### config.mk
export PLATFORM = sky130hd
export DESIGN_NAME = lcd_mode_sequencer_stat_irq_flat
export DESIGN_NICKNAME = d
export VERILOG_FILES = /design/src/design/lcdms_pkg.sv /design/src/design/lcdms_tick_if.sv /design/src/design/lcdms_res_if.sv /design/src/design/lcd_mode_sequencer_stat_irq.sv /design/src/design/lcdms_timing.sv /design/src/flat_wrapper.sv
export SDC_FILE = /design/constraint.sdc
export NUM_CORES = 1
export LEC_CHECK = 0
export BUFFER_PORTS_ARGS = -buffer_cell sky130_fd_sc_hd__buf_4
export CORE_ASPECT_RATIO = 1.1
export CORE_MARGIN = 2
export CORE_UTILIZATION = 28
export CTS_CLUSTER_DIAMETER = 50
export DETAILED_ROUTE_END_ITERATION = 10
export HOLD_SLACK_MARGIN = 0.15
export PLACE_DENSITY = 0.52
export RECOVER_POWER = 100
export SLEW_MARGIN = 20
export SYNTH_ARGS = -nofsm -noshare
export SYNTH_HDL_FRONTEND = slang
export SYNTH_SLANG_ARGS = --single-unit
### constraint.sdc
create_clock -name i_clk -period 3.86 [get_ports i_clk]
set_input_delay 0.579 -clock i_clk [delete_from_list [all_inputs] [get_ports i_clk]]
set_output_delay 0.579 -clock i_clk [all_outputs]
set_load 0.05 [all_outputs]
### src/design/lcdms_pkg.sv
`timescale 1ns / 1ps
// ============================================================================
// lcdms_pkg
// Shared types and timing constants for the LCD mode sequencer.
// ============================================================================
package lcdms_pkg;

    // Timing of one frame, in dot-clock ticks and lines.
    localparam int OAM_ENTRIES       = 40;
    localparam int DRAW_TICKS        = 93;
    localparam int HBLANK_TICKS      = 284;
    localparam int VBLANK_LINE_TICKS = 456;
    localparam int VISIBLE_LINES     = 144;
    localparam int VBLANK_LINES      = 10;

    // Field and register widths.
    localparam int CD_W     = 9;
    localparam int SCAN_W   = 6;
    localparam int LINE_W   = 8;
    localparam int MODE_W   = 2;
    localparam int EN_W     = 4;
    localparam int CFG_DW   = 8;
    localparam int CFG_AW   = 1;

    // Configuration register indexes.
    localparam logic [CFG_AW-1:0] CFG_LINE_COMPARE = 1'b0;
    localparam logic [CFG_AW-1:0] CFG_STAT_ENABLES = 1'b1;

    // Bits of the STAT interrupt enable register.
    localparam int EN_HBLANK = 0;
    localparam int EN_VBLANK = 1;
    localparam int EN_OAM    = 2;
    localparam int EN_COIN   = 3;

    localparam logic [LINE_W-1:0] LAST_VISIBLE_END = LINE_W'(VISIBLE_LINES);
    localparam logic [LINE_W-1:0] FRAME_END        = LINE_W'(VISIBLE_LINES + VBLANK_LINES);

    // Display mode, also the state of the sequencer.
    typedef enum logic [MODE_W-1:0] {
        MODE_HBLANK = 2'd0,
        MODE_VBLANK = 2'd1,
        MODE_OAM    = 2'd2,
        MODE_DRAW   = 2'd3
    } t_mode;

    // View of the sequencer after the current beat has been applied.
    typedef struct packed {
        t_mode              mode;
        logic [LINE_W-1:0]  line;
        logic               vblank_irq;
        logic               frame_done;
    } t_view;

endpackage

### src/design/lcdms_tick_if.sv
`timescale 1ns / 1ps
// ============================================================================
// lcdms_tick_if
// Input channel: each beat is one dot-clock tick or a hold.
// ============================================================================
interface lcdms_tick_if;
    logic valid;
    logic ready;
    logic tick;

    modport source (output valid, output tick, input ready);
    modport sink   (input valid, input tick, output ready);
endinterface

### src/design/lcdms_res_if.sv
`timescale 1ns / 1ps
// ============================================================================
// lcdms_res_if
// Result channel: mode, line, coincidence and interrupt pulses per beat.
// ============================================================================
interface lcdms_res_if;
    import lcdms_pkg::*;

    logic              valid;
    logic              ready;
    logic [MODE_W-1:0] mode;
    logic [LINE_W-1:0] current_line;
    logic              coincidence;
    logic              stat_irq;
    logic              vblank_irq;
    logic              frame_done;

    modport source (output valid, output mode, output current_line, output coincidence,
                    output stat_irq, output vblank_irq, output frame_done, input ready);
    modport sink   (input valid, input mode, input current_line, input coincidence,
                    input stat_irq, input vblank_irq, input frame_done, output ready);
endinterface

### src/design/lcd_mode_sequencer_stat_irq.sv
`timescale 1ns / 1ps
// ============================================================================
// lcd_mode_sequencer_stat_irq
// LCD mode sequencer with LY==LYC coincidence and STAT/VBLANK interrupts.
// ============================================================================
// Output: a result beat is offered in the cycle after its tick is accepted.
// Throughput: one tick beat per cycle; the output register is refilled in the
//   same cycle it is drained, so the input stalls only while the output stalls.
// Reset: synchronous, active low; starts in OAM scan on line 0, configuration
//   registers cleared, no result pending.
module lcd_mode_sequencer_stat_irq
    import lcdms_pkg::*;
(
    input  logic              i_clk,
    input  logic              i_rst_n,
    input  logic              i_cfg_we,
    input  logic [CFG_AW-1:0] i_cfg_idx,
    input  logic [CFG_DW-1:0] i_cfg_data,
    lcdms_tick_if.sink        i_tick_ch,
    lcdms_res_if.source       o_res
);

    logic [LINE_W-1:0] r_line_compare;
    logic [EN_W-1:0]   r_stat_en;
    logic              r_can_fire, n_can_fire;
    logic              r_valid;
    t_mode             r_mode;
    logic [LINE_W-1:0] r_line;
    logic              r_coin, r_stat, r_vbl, r_done;

    logic  accept, adv, found, coin, stat;
    t_view view;

    // Configuration registers.
    always_ff @(posedge i_clk) begin
        if (!i_rst_n) begin
            r_line_compare <= '0;
            r_stat_en      <= '0;
        end else if (i_cfg_we) begin
            case (i_cfg_idx)
                CFG_LINE_COMPARE: r_line_compare <= i_cfg_data;
                CFG_STAT_ENABLES: r_stat_en      <= i_cfg_data[EN_W-1:0];
                default: ;
            endcase
        end
    end

    // Accept whenever the result register is empty or drains this cycle.
    assign i_tick_ch.ready = !r_valid || o_res.ready;
    assign accept          = i_tick_ch.valid && i_tick_ch.ready;
    assign adv             = accept && i_tick_ch.tick;

    lcdms_timing u_timing (
        .i_clk   (i_clk),
        .i_rst_n (i_rst_n),
        .i_adv   (adv),
        .o_view  (view)
    );

    // Coincidence and enabled STAT conditions on the advanced mode and line.
    assign coin  = (view.line == r_line_compare);
    assign found = (r_stat_en[EN_COIN]   && coin) ||
                   (r_stat_en[EN_OAM]    && view.mode == MODE_OAM) ||
                   (r_stat_en[EN_VBLANK] && view.mode == MODE_VBLANK) ||
                   (r_stat_en[EN_HBLANK] && view.mode == MODE_HBLANK);
    assign stat  = adv && found && r_can_fire;
    // Once a tick has no active condition, the next active one may fire.
    assign n_can_fire = adv ? !found : r_can_fire;

    // Control state.
    always_ff @(posedge i_clk) begin
        if (!i_rst_n) begin
            r_can_fire <= 1'b1;
            r_valid    <= 1'b0;
        end else begin
            r_can_fire <= n_can_fire;
            if (accept) begin
                r_valid <= 1'b1;
            end else if (o_res.ready) begin
                r_valid <= 1'b0;
            end
        end
    end

    // Result payload register.
    always_ff @(posedge i_clk) begin
        if (accept) begin
            r_mode <= view.mode;
            r_line <= view.line;
            r_coin <= coin;
            r_stat <= stat;
            r_vbl  <= view.vblank_irq;
            r_done <= view.frame_done;
        end
    end

    assign o_res.valid        = r_valid;
    assign o_res.mode         = r_mode;
    assign o_res.current_line = r_line;
    assign o_res.coincidence  = r_coin;
    assign o_res.stat_irq     = r_stat;
    assign o_res.vblank_irq   = r_vbl;
    assign o_res.frame_done   = r_done;

endmodule

### src/design/lcdms_timing.sv
`timescale 1ns / 1ps
// ============================================================================
// lcdms_timing
// Mode and line sequencer: OAM scan, drawing, HBLANK and VBLANK timing.
// ============================================================================
module lcdms_timing
    import lcdms_pkg::*;
(
    input  logic  i_clk,
    input  logic  i_rst_n,
    input  logic  i_adv,
    output t_view o_view
);

    t_mode             r_mode,  n_mode;
    logic [LINE_W-1:0] r_line,  n_line;
    logic [CD_W-1:0]   r_cd,    n_cd;
    logic [SCAN_W-1:0] r_scan,  n_scan;
    logic              n_vbl, n_done;

    logic [CD_W-1:0]   cd_dec;
    logic [LINE_W-1:0] line_inc;
    logic [SCAN_W:0]   scan_inc;

    assign cd_dec   = r_cd - CD_W'(1);
    assign line_inc = r_line + LINE_W'(1);
    assign scan_inc = {1'b0, r_scan} + (SCAN_W + 1)'(1);

    // State registers.
    always_ff @(posedge i_clk) begin
        if (!i_rst_n) begin
            r_mode <= MODE_OAM;
            r_line <= '0;
            r_cd   <= '0;
            r_scan <= '0;
        end else if (i_adv) begin
            r_mode <= n_mode;
            r_line <= n_line;
            r_cd   <= n_cd;
            r_scan <= n_scan;
        end
    end

    // Next mode, line and countdown for one dot-clock tick.
    always_comb begin
        n_mode = r_mode;
        n_line = r_line;
        n_cd   = r_cd;
        n_scan = r_scan;
        n_vbl  = 1'b0;
        n_done = 1'b0;
        case (r_mode)
            MODE_OAM: begin
                if (r_cd != '0) begin
                    n_cd = cd_dec;
                end else if (scan_inc >= (SCAN_W + 1)'(OAM_ENTRIES)) begin
                    n_scan = '0;
                    n_cd   = CD_W'(DRAW_TICKS);
                    n_mode = MODE_DRAW;
                end else begin
                    n_scan = scan_inc[SCAN_W-1:0];
                    n_cd   = CD_W'(1);
                end
            end
            MODE_DRAW: begin
                n_cd = cd_dec;
                if (cd_dec == '0) begin
                    n_mode = MODE_HBLANK;
                    n_cd   = CD_W'(HBLANK_TICKS);
                end
            end
            MODE_HBLANK: begin
                n_cd = cd_dec;
                if (cd_dec == '0) begin
                    n_line = line_inc;
                    if (line_inc == LAST_VISIBLE_END) begin
                        n_vbl  = 1'b1;
                        n_mode = MODE_VBLANK;
                        n_cd   = CD_W'(VBLANK_LINE_TICKS);
                    end else begin
                        n_mode = MODE_OAM;
                        n_cd   = '0;
                        n_scan = '0;
                    end
                end
            end
            default: begin
                n_cd = cd_dec;
                if (cd_dec == '0) begin
                    n_line = line_inc;
                    n_cd   = CD_W'(VBLANK_LINE_TICKS);
                    if (line_inc == FRAME_END) begin
                        n_done = 1'b1;
                        n_line = '0;
                        n_mode = MODE_OAM;
                        n_cd   = '0;
                        n_scan = '0;
                    end
                end
            end
        endcase
    end

    // Post-beat view: advanced state on a tick, present state otherwise.
    always_comb begin
        if (i_adv) begin
            o_view.mode       = n_mode;
            o_view.line       = n_line;
            o_view.vblank_irq = n_vbl;
            o_view.frame_done = n_done;
        end else begin
            o_view.mode       = r_mode;
            o_view.line       = r_line;
            o_view.vblank_irq = 1'b0;
            o_view.frame_done = 1'b0;
        end
    end

endmodule

### src/flat_wrapper.sv
// flat-port wrapper written by rule: the top's interface ports become plain ports
module lcd_mode_sequencer_stat_irq_flat import lcdms_pkg::*;
  (i_clk, i_rst_n, i_cfg_we, i_cfg_idx, i_cfg_data, i_tick_ch_valid, i_tick_ch_tick, i_tick_ch_ready, o_res_valid, o_res_mode, o_res_current_line, o_res_coincidence, o_res_stat_irq, o_res_vblank_irq, o_res_frame_done, o_res_ready);
  lcdms_tick_if i_tick_ch_i ();
  lcdms_res_if o_res_i ();
  input  logic i_clk;
  input  logic i_rst_n;
  input  logic i_cfg_we;
  input  logic [CFG_AW-1:0] i_cfg_idx;
  input  logic [CFG_DW-1:0] i_cfg_data;
  input wire logic [$bits(i_tick_ch_i.valid)-1:0] i_tick_ch_valid;
  input wire logic [$bits(i_tick_ch_i.tick)-1:0] i_tick_ch_tick;
  output wire logic [$bits(i_tick_ch_i.ready)-1:0] i_tick_ch_ready;
  output wire logic [$bits(o_res_i.valid)-1:0] o_res_valid;
  output wire logic [$bits(o_res_i.mode)-1:0] o_res_mode;
  output wire logic [$bits(o_res_i.current_line)-1:0] o_res_current_line;
  output wire logic [$bits(o_res_i.coincidence)-1:0] o_res_coincidence;
  output wire logic [$bits(o_res_i.stat_irq)-1:0] o_res_stat_irq;
  output wire logic [$bits(o_res_i.vblank_irq)-1:0] o_res_vblank_irq;
  output wire logic [$bits(o_res_i.frame_done)-1:0] o_res_frame_done;
  input wire logic [$bits(o_res_i.ready)-1:0] o_res_ready;
  assign i_tick_ch_i.valid = i_tick_ch_valid;
  assign i_tick_ch_i.tick = i_tick_ch_tick;
  assign i_tick_ch_ready = i_tick_ch_i.ready;
  assign o_res_valid = o_res_i.valid;
  assign o_res_mode = o_res_i.mode;
  assign o_res_current_line = o_res_i.current_line;
  assign o_res_coincidence = o_res_i.coincidence;
  assign o_res_stat_irq = o_res_i.stat_irq;
  assign o_res_vblank_irq = o_res_i.vblank_irq;
  assign o_res_frame_done = o_res_i.frame_done;
  assign o_res_i.ready = o_res_ready;
  lcd_mode_sequencer_stat_irq u_core (.i_clk(i_clk), .i_rst_n(i_rst_n), .i_cfg_we(i_cfg_we), .i_cfg_idx(i_cfg_idx), .i_cfg_data(i_cfg_data), .i_tick_ch(i_tick_ch_i), .o_res(o_res_i));
endmodule
Yosys cells after proc, flatten, opt, wreduce, memory -nomap -nowiden

Cells that the tools add are included.

Add/subtract/negate cells: 3
$mul: 0
Divide/modulo/power cells: 0
$lt $le $gt $ge: 1
Equality and inequality tests: 10
Shift-type cells: 0
Mux-type cells: 36
Bitwise operators: 4
Reduce and logical (&&, ||, !) cells: 28

Operators with widths:

| cell                                                               | number |
|---|---|
| 2-to-1 mux 9 bit                                                   | 6 |
| 2-to-1 mux 6 bit                                                   | 6 |
| one-hot mux 9 bit (3 select lines)                                 | 1 |
| 2-to-1 mux 8 bit                                                   | 3 |
| one-hot mux 6 bit (3 select lines)                                 | 1 |
| equality test 8 bit (second input constant)                        | 2 |
| one-hot mux 8 bit (2 select lines)                                 | 1 |
| 2-to-1 mux 2 bit                                                   | 7 |
| 2-to-1 mux 12 bit                                                  | 1 |
| zero test 9 bit                                                    | 1 |
| nonzero test 9 bit                                                 | 1 |
| subtractor 9 x 1 -> 9 bit (second input constant)                  | 1 |
| adder 8 x 1 -> 8 bit (second input constant)                       | 1 |
| equality test 8 bit                                                | 1 |
| logical AND 1 bit                                                  | 8 |
| 2-to-1 mux 1 bit                                                   | 8 |
| adder 6 x 1 -> 7 bit (second input constant)                       | 1 |
| greater-or-equal comparator 7 x 6 -> 1 bit (second input constant) | 1 |
| 2-to-1 mux 7 bit                                                   | 1 |
| AND reduction 7 bit                                                | 1 |
| equality test 2 bit (second input constant)                        | 3 |
| != test 2 bit (second input constant)                              | 3 |
| one-hot mux 2 bit (3 select lines)                                 | 1 |
| OR reduction 5 bit                                                 | 1 |
| 11 further kinds                                                   | 21 |

Register bits after elaboration: 53
Latch bits: 0
RAM bits: 0
Memory bits (read-only): 0
Input bits: 15
Output and inout port bits: 16
Logic and storage cells: 96
Memories: 0

Logic depth before layout (Yosys ltp)

Gate-level depths: netlist of run 1.

Word-level depth: 13
Gate-level depth with buffers: 14
Depth with buffers taken out: 11

By module

Synthesis of run 1 repeated with hierarchy kept, for this count alone.

Cells, all modules: 331
Area, all modules: 2934.1 um^2

Modules (own cells, without submodules):

| module                      | instances | cells an instance | area an instance (um^2) | seq. area each (um^2) |
|---|---|---|---|---|
| lcdms_timing                | 1         | 236               | 1836.8                  | 500.5 |
| lcd_mode_sequencer_stat_irq | 1         | 95                | 1097.3                  | 700.7 |

Worst setup path after synthesis of run 1

No wires, ideal clock.

Kind: register -> register
Start point: register u_core.u_timing.r_cd[0]
End point: register u_core.r_can_fire
Library setup time: 116 ps
Data arrival time: 3096 ps
Data required time: 3744 ps
Slack: 649 ps
Stages on the path, launching flop included: 14
Buffers on the path: 2
Clock period less this slack: 3211 ps
Cells stage by stage: dfxtp_1 > inv_1 > ha_1 > or4b_4 > or4_1 > buf_2 > and3_4 > buf_6 > nand4_4 > o211ai_2 > and2_4 > a2111oi_4 > o2111ai_1 > a31o_1

RTL lines:

| item                   | RTL line                          | text |
|---|---|---|
| from (decl)            | lcdms_timing.sv:17                | `logic [CD_W-1:0] r_cd, n_cd;` |
| from (signal assigned) | lcdms_timing.sv:39                | `r_cd <= n_cd;` |
| to (signal assigned)   | lcd_mode_sequencer_stat_irq.sv:76 | `r_can_fire <= n_can_fire;` |
| to (decl)              | lcd_mode_sequencer_stat_irq.sv:25 | `logic r_can_fire, n_can_fire;` |

==> results.cfg, run 1 <==
[floorplanning]
fp.dieH_um = 126
dieArea_mm2 = 0.0144
num_rows = 44
core_mm2 = 0.0132
die_x_um = 115
initial_core_util = 0.286
pin_count = 31

[sta]
min_period_ps = 3600
fin_crit_sh = 0.934
rsz0062_at_grt = false
maxSlewViolCount = 0
totalNegativeSetupSlack_ps = 0
maxSlewHeadroom = 0.0160
setup-violations-final = 0
hold_viol = 0
clock.fmax_ghz = 0.277
worst_slew_pin_slew_ps = 1480
skew_ps = 6.39

[synthesis]
ys_seq_area_frac = 0.319
ys_warn_count = 0
syn_area_mm2 = 0.00377
ys_types = 75
synth_top_area_cell = dfxtp_1
synth_ff_type = dfxtp_1
synthArstFlopShare = 0
synth_top_area_frac = 0.207
synth.avg_cell_area_um2 = 7.95
synth_edf_count = 14
ys_ff_latch = 53
ys_top_cells_by_area = dfxtp_1 21%, edfxtp_1 11%, nand2_1 4.7%
synth_fp_nets = 499
synth_cells = 474

[flow_run]
drv_cap = 0

[min_path]
whs_path_depth = 2
hold_class = flip-flop to flip-flop

[cts]
clkTransAtPathRegs_ps = 70
cts_tree = yes
cts_sinks = 53
cts_root_buf = clkbuf_16
cts.path.max_buffers = 2
h-tree-depth = 2
insertion_delay_ps = 300
post_cts_buffers = 0
cts_buffers = 5
ctsHoldBuffers = 0
cts_resized = 0

[drt]
num_vias = 3687
drt-pass1-iter-count = 5
totalWireLength_mm = 10.9
postRouteAntennaNets = 0
wl_per_cell_um = 16.6
post-route-drc-count = 0
drt_iter0_markers = 459
via_per_inst = 5.61

[pwr]
ir_drop_uv = 177
cellLeakagePower_nw = 1.51
power_density_mw_per_mm2 = 325
total_power_mw = 1.38

[grt]
grtUsageTotal = 0.153
antenna_found_initial = 0
grt_max_degree = 40
grt_overflow_total = 0
grt_pass1_wl_mm = 17.9
grt_pass1_vias = 3335

[place]
gp_congestion = 0.950
dp_hpwl_mm = 7.91
io_buffers = 30

[critical_path]
critPathMaxStageDelay_ps = 600
end_kind = flip-flop
worstPathArrival_ps = 3800
cp-start-kind = flip-flop
worst-setup-path-type = flip-flop to flip-flop
crit_fanout = 12
crit_chain = inv_1 -> ha_1 -> or4b_4 -> or4_1 -> nand3_1 -> buf_4 -> nor3_1 -> o21ai_0 -> xnor2_1 -> and4bb_2 -> o2111ai_1 -> a31o_1
slowest_stage = or4_1
rr_worst_depth = 12
crit_required_ps = 4060

[cells_and_area]
final_cell_mix = 47 x nand2_1, 39 x dfxtp_1, 37 x nor2_1, 33 x a21oi_1, 32 x o21ai_0
fin_nets = 520
drive_above_1_share = 0.103
mostFrequentLayoutCell = nand2_1
antenna_cells = 0
area_growth_pct = 12.4

[run_status]
outcome = finished clean
[per-layer routing]
metal  vias up  wire (um)  track usage
met2       149       5090        0.245
met4         0        133       0.0445
met1      1748       5100        0.215
met5         -          0            0
li1       1783          -            -
met3         7        605       0.0192
[cells in the mapped netlist (2+ instances only)]
master and n:
mux2_2 2, o41ai_1 2, o211a_1 3, mux2i_1 7, o31ai_1 2, xor2_1 3, a31oi_1 6, buf_4 2
inv_1 21, ha_1 10, nand2b_1 4, a21boi_0 12, and2_1 14, o2111ai_1 4, a22oi_1 4, buf_6 2
or4_1 2, or2_2 2, o21ai_1 2, or3_1 2, o211ai_1 6, nor3_1 20, xnor2_1 7, dfxtp_1 39
o2111a_1 2, nor2b_1 12, nor3b_1 2, nand2_1 47, a211oi_1 5, edfxtp_1 14, buf_2 2, o21a_1 7
a21oi_1 33, o21ai_0 31, or3b_2 2, clkbuf_1 22, nand4_1 7, o22ai_1 5, nor2_1 37, o31a_1 2
and3_1 6, nand3_1 20, nand4b_1 2, nor4_1 6, a211o_1 2
[final cells by class]
cell class	instances	area [um^2]
fillers	1396	8920
multi-input cells	371	2350
flip-flops and latches	53	1200
repair buffers	43	259
well taps	161	201
clock buffers	5	125
inverters	21	78.8
clock inverters	3	21.3
[cell families after synthesis]
kind of cell / Yosys count / share of synthesized area
compound gates: 146 / 0.268
mux: 9 / 0.0246
fa+ha+maj: 10 / 0.0332
xor+xnor: 10 / 0.0232
simple gates: 196 / 0.276
flops: 53 / 0.319
buf+inv: 50 / 0.0564
[registers in the layout, indices dropped and copies added, names as in the netlist, 2 cells and up]
register and flops:
u_core.o_res.current_line 8, u_core.o_res.mode 2, u_core.r_line_compare 8, u_core.r_stat_en 4
u_core.u_timing.r_cd 9, u_core.u_timing.r_line 8, u_core.u_timing.r_mode 2, u_core.u_timing.r_scan 6
[per-stage QoR]
step | hold slack, ps | std cells | utilization | area [um^2] | worst slack, ps
after floorplan | 443 | 474 | - | 3770 | 649
after global placement | 458 | 649 | 0.316 | 4160 | 456
after detailed placement | 459 | 649 | 0.316 | 4160 | 400
after CTS | 470 | 657 | 0.327 | 4310 | 356
after global routing | 497 | 657 | 0.322 | 4240 | 71.8
final | 469 | 657 | 0.322 | 4240 | 256
[critical path: cells and delay by family, from the launching register on]
family,cells,cell delay (ps)
buffers and inverters,2,320
AO/OA/AOI/OAI,3,850
XOR/XNOR,1,190
AND/OR/NAND/NOR,5,1590
flip-flops,1,360
adder cells (fa/ha/maj),1,180
[power breakdown]
group          switching, mW  internal, mW  leakage [nW]
logic                  0.194         0.105         0.987
clock network          0.215         0.241        0.0664
registers             0.0259         0.595         0.455
[path summary, 6_finish.rpt]
check | start | end | slack (ps)
setup / recovery | u_core.u_timing.r_cd[0] | u_core.r_can_fire | 260
hold / removal | u_core.r_stat_en[3] | u_core.r_stat_en[3] | 470
setup reg to reg | u_core.u_timing.r_cd[0] | u_core.r_can_fire | 260
hold reg to reg | u_core.r_stat_en[3] | u_core.r_stat_en[3] | 470
Note: power is estimated with default switching activity, not from simulation.
==> inputs of run 2 (changes only) <==
- SKIP_CTS_REPAIR_TIMING: default -> 1
- clock period: 3.86 -> 4.2 ns (I/O delays scaled with it)
==> run 2 against run 1 <==
The flow now finishes with violations (max-capacitance violations, max-slew violations). Register-to-register slack better by 50 ps. Clock power rose by 17%. Die area stayed put. Wire length up 1.5%. Hold slack got worse by 1.4 ps. Critical path depth is 1 lower. Critical path type unchanged. Largest power group unchanged.
==> results.cfg, run 2 (synthesis results as in run 1) <==
[run_status]
outcome = complete, but fails checks
violations = max-capacitance violations, max-slew violations

[drt]
wl_per_cell_um = 17.0
num_vias = 3708
drt-pass1-iter-count = 7
post-route-drc-count = 0
drt_iter0_markers = 370
postRouteAntennaNets = 0
totalWireLength_mm = 11.1
via_per_inst = 5.70

[cells_and_area]
multi_input_area_mm2 = 0.00235
regMostFlops = u_core.u_timing.r_cd
fin_nets = 514
final-seq-area_mm2 = 0.00120
drive_above_1_share = 0.0918
largest_reg_flops = 9
mostFrequentLayoutCell = nand2_1
antenna_cells = 0
fin_cells = 651
final_util = 0.322
area_growth_pct = 12.4
final_cell_mix = 47 x nand2_1, 39 x dfxtp_1, 37 x nor2_1, 33 x a21oi_1, 32 x o21ai_0
finalInstanceArea_mm2 = 0.00424
fillCellCount = 1387

[place]
dp_hpwl_mm = 8.04
io_buffers = 30
gp_congestion = 0.940
place_area_mm2 = 0.00411
post-place-cells = 643

[grt]
grt_pass1_wl_mm = 18.2
grtUsageTotal = 0.156
grt_pass1_vias = 3492
grt_overflow_total = 0
antenna_found_initial = 0
grt_max_degree = 40

[critical_path]
crit_fanout = 12
worstPathArrival_ps = 4090
worst-setup-path-type = flip-flop to flip-flop
reg2reg_slack_ps = 300
crit_required_ps = 4390
end_kind = flip-flop
r2r-end = u_core.r_can_fire
rr_worst_depth = 11
worstReg2RegStart = u_core.u_timing.r_cd[0]
worst_setup_path_startpoint = u_core.u_timing.r_cd[0]
cp-start-kind = flip-flop

[sta]
maxSlewViolCount = 40
hold_viol = 0
clock.fmax_ghz = 0.257
setup-violations-final = 0
maxSlewHeadroom = -0.0973
worst_slew_pin_slew_ps = 1650
rsz0062_at_grt = false
holdWs_ps = 468
min_period_ps = 3900
skew_ps = 8.20
totalNegativeSetupSlack_ps = 0
fin_crit_sh = 0.928

[cts]
cts.path.max_buffers = 2
cts_sinks = 53
cts_root_buf = clkbuf_16
h-tree-depth = 2
cts_buffers = 5
cts_tree = yes
clkTransAtPathRegs_ps = 70
insertion_delay_ps = 300

[pwr]
power_density_mw_per_mm2 = 326
ir_drop_uv = 175
power.switching_mw = 0.399
cellLeakagePower_nw = 1.51
p_seq_frac = 0.413
p_clk_frac = 0.388
combinationalPowerShare = 0.199
switching_share = 0.289
internal_power_mw = 0.981

[floorplanning]
num_rows = 44
fp.dieH_um = 126
initial_core_util = 0.286
pin_count = 31
dieArea_mm2 = 0.0144
core_mm2 = 0.0132
die_x_um = 115

[min_path]
whs_path_depth = 2
min_to = u_core.r_stat_en[3]
hold_class = flip-flop to flip-flop
min_from = u_core.r_stat_en[3]

[flow_run]
drv_cap = 1
-- run 2: changes by cell type in the layout (fill, tap and decap cells not counted), sizes merged --
cell	previous run	this run
buf	26	19
bufinv	0	2
clkinvlp	2	0
clkbuf	22	23
clkinv	0	1
inv	22	21
-- run 2: worst max path at each step --
stage,to,slack [ps],depth (start not counted)
after floorplan,u_core.r_can_fire,990,13
after global placement,u_core.r_can_fire,500,11
after detailed placement,u_core.r_can_fire,390,11
after CTS,u_core.r_can_fire,340,11
after global routing,u_core.r_can_fire,110,11
final,u_core.r_can_fire,300,11
-- run 2: area by class of cell --
type / instances / share of cell area
timing repair buffer: 37 / 0.0505
clock buffer: 5 / 0.0295
multi-input combinational: 371 / 0.555
clock inverter: 3 / 0.0154
tap: 161 / 0.0476
sequential: 53 / 0.284
inverter: 21 / 0.0186
-- run 2: per-stage QoR --
stage | power [mW] | setup WS (ps)
after floorplan | 0.781 | 989
after global placement | 0.857 | 496
after detailed placement | 0.859 | 387
after CTS | 1.40 | 336
after global routing | 1.44 | 112
final | 1.38 | 302
-- run 2: per-layer routing --
metal,GRT usage,part of all wire,vias to the layer above
li1,-,-,1769
met1,0.214,0.47,1787
met2,0.252,0.47,139
met3,0.0197,0.048,13
met4,0.0545,0.014,0
met5,0,0,-
-- run 2: critical path, cell delays in order (launching register included) --
cell,delay (ps)
dfxtp_1,370
inv_1,120
ha_1,300
or4b_4,540
or4_1,600
nand3_1,480
o21ai_0,180
a21boi_0,190
and2_4,230
a2111oi_4,330
o2111ai_1,190
a31o_1,250
-- run 2: power by group through the flow --
stage          logic (mW)  registers [mW]  clock network [mW]
3_3_place_gp        0.275           0.582                   0
3_5_place_dp        0.277           0.582                   0
2_1_floorplan       0.183           0.598                   0
5_1_grt             0.298           0.574               0.572
6_report            0.275           0.571               0.535
4_1_cts             0.279           0.570               0.548
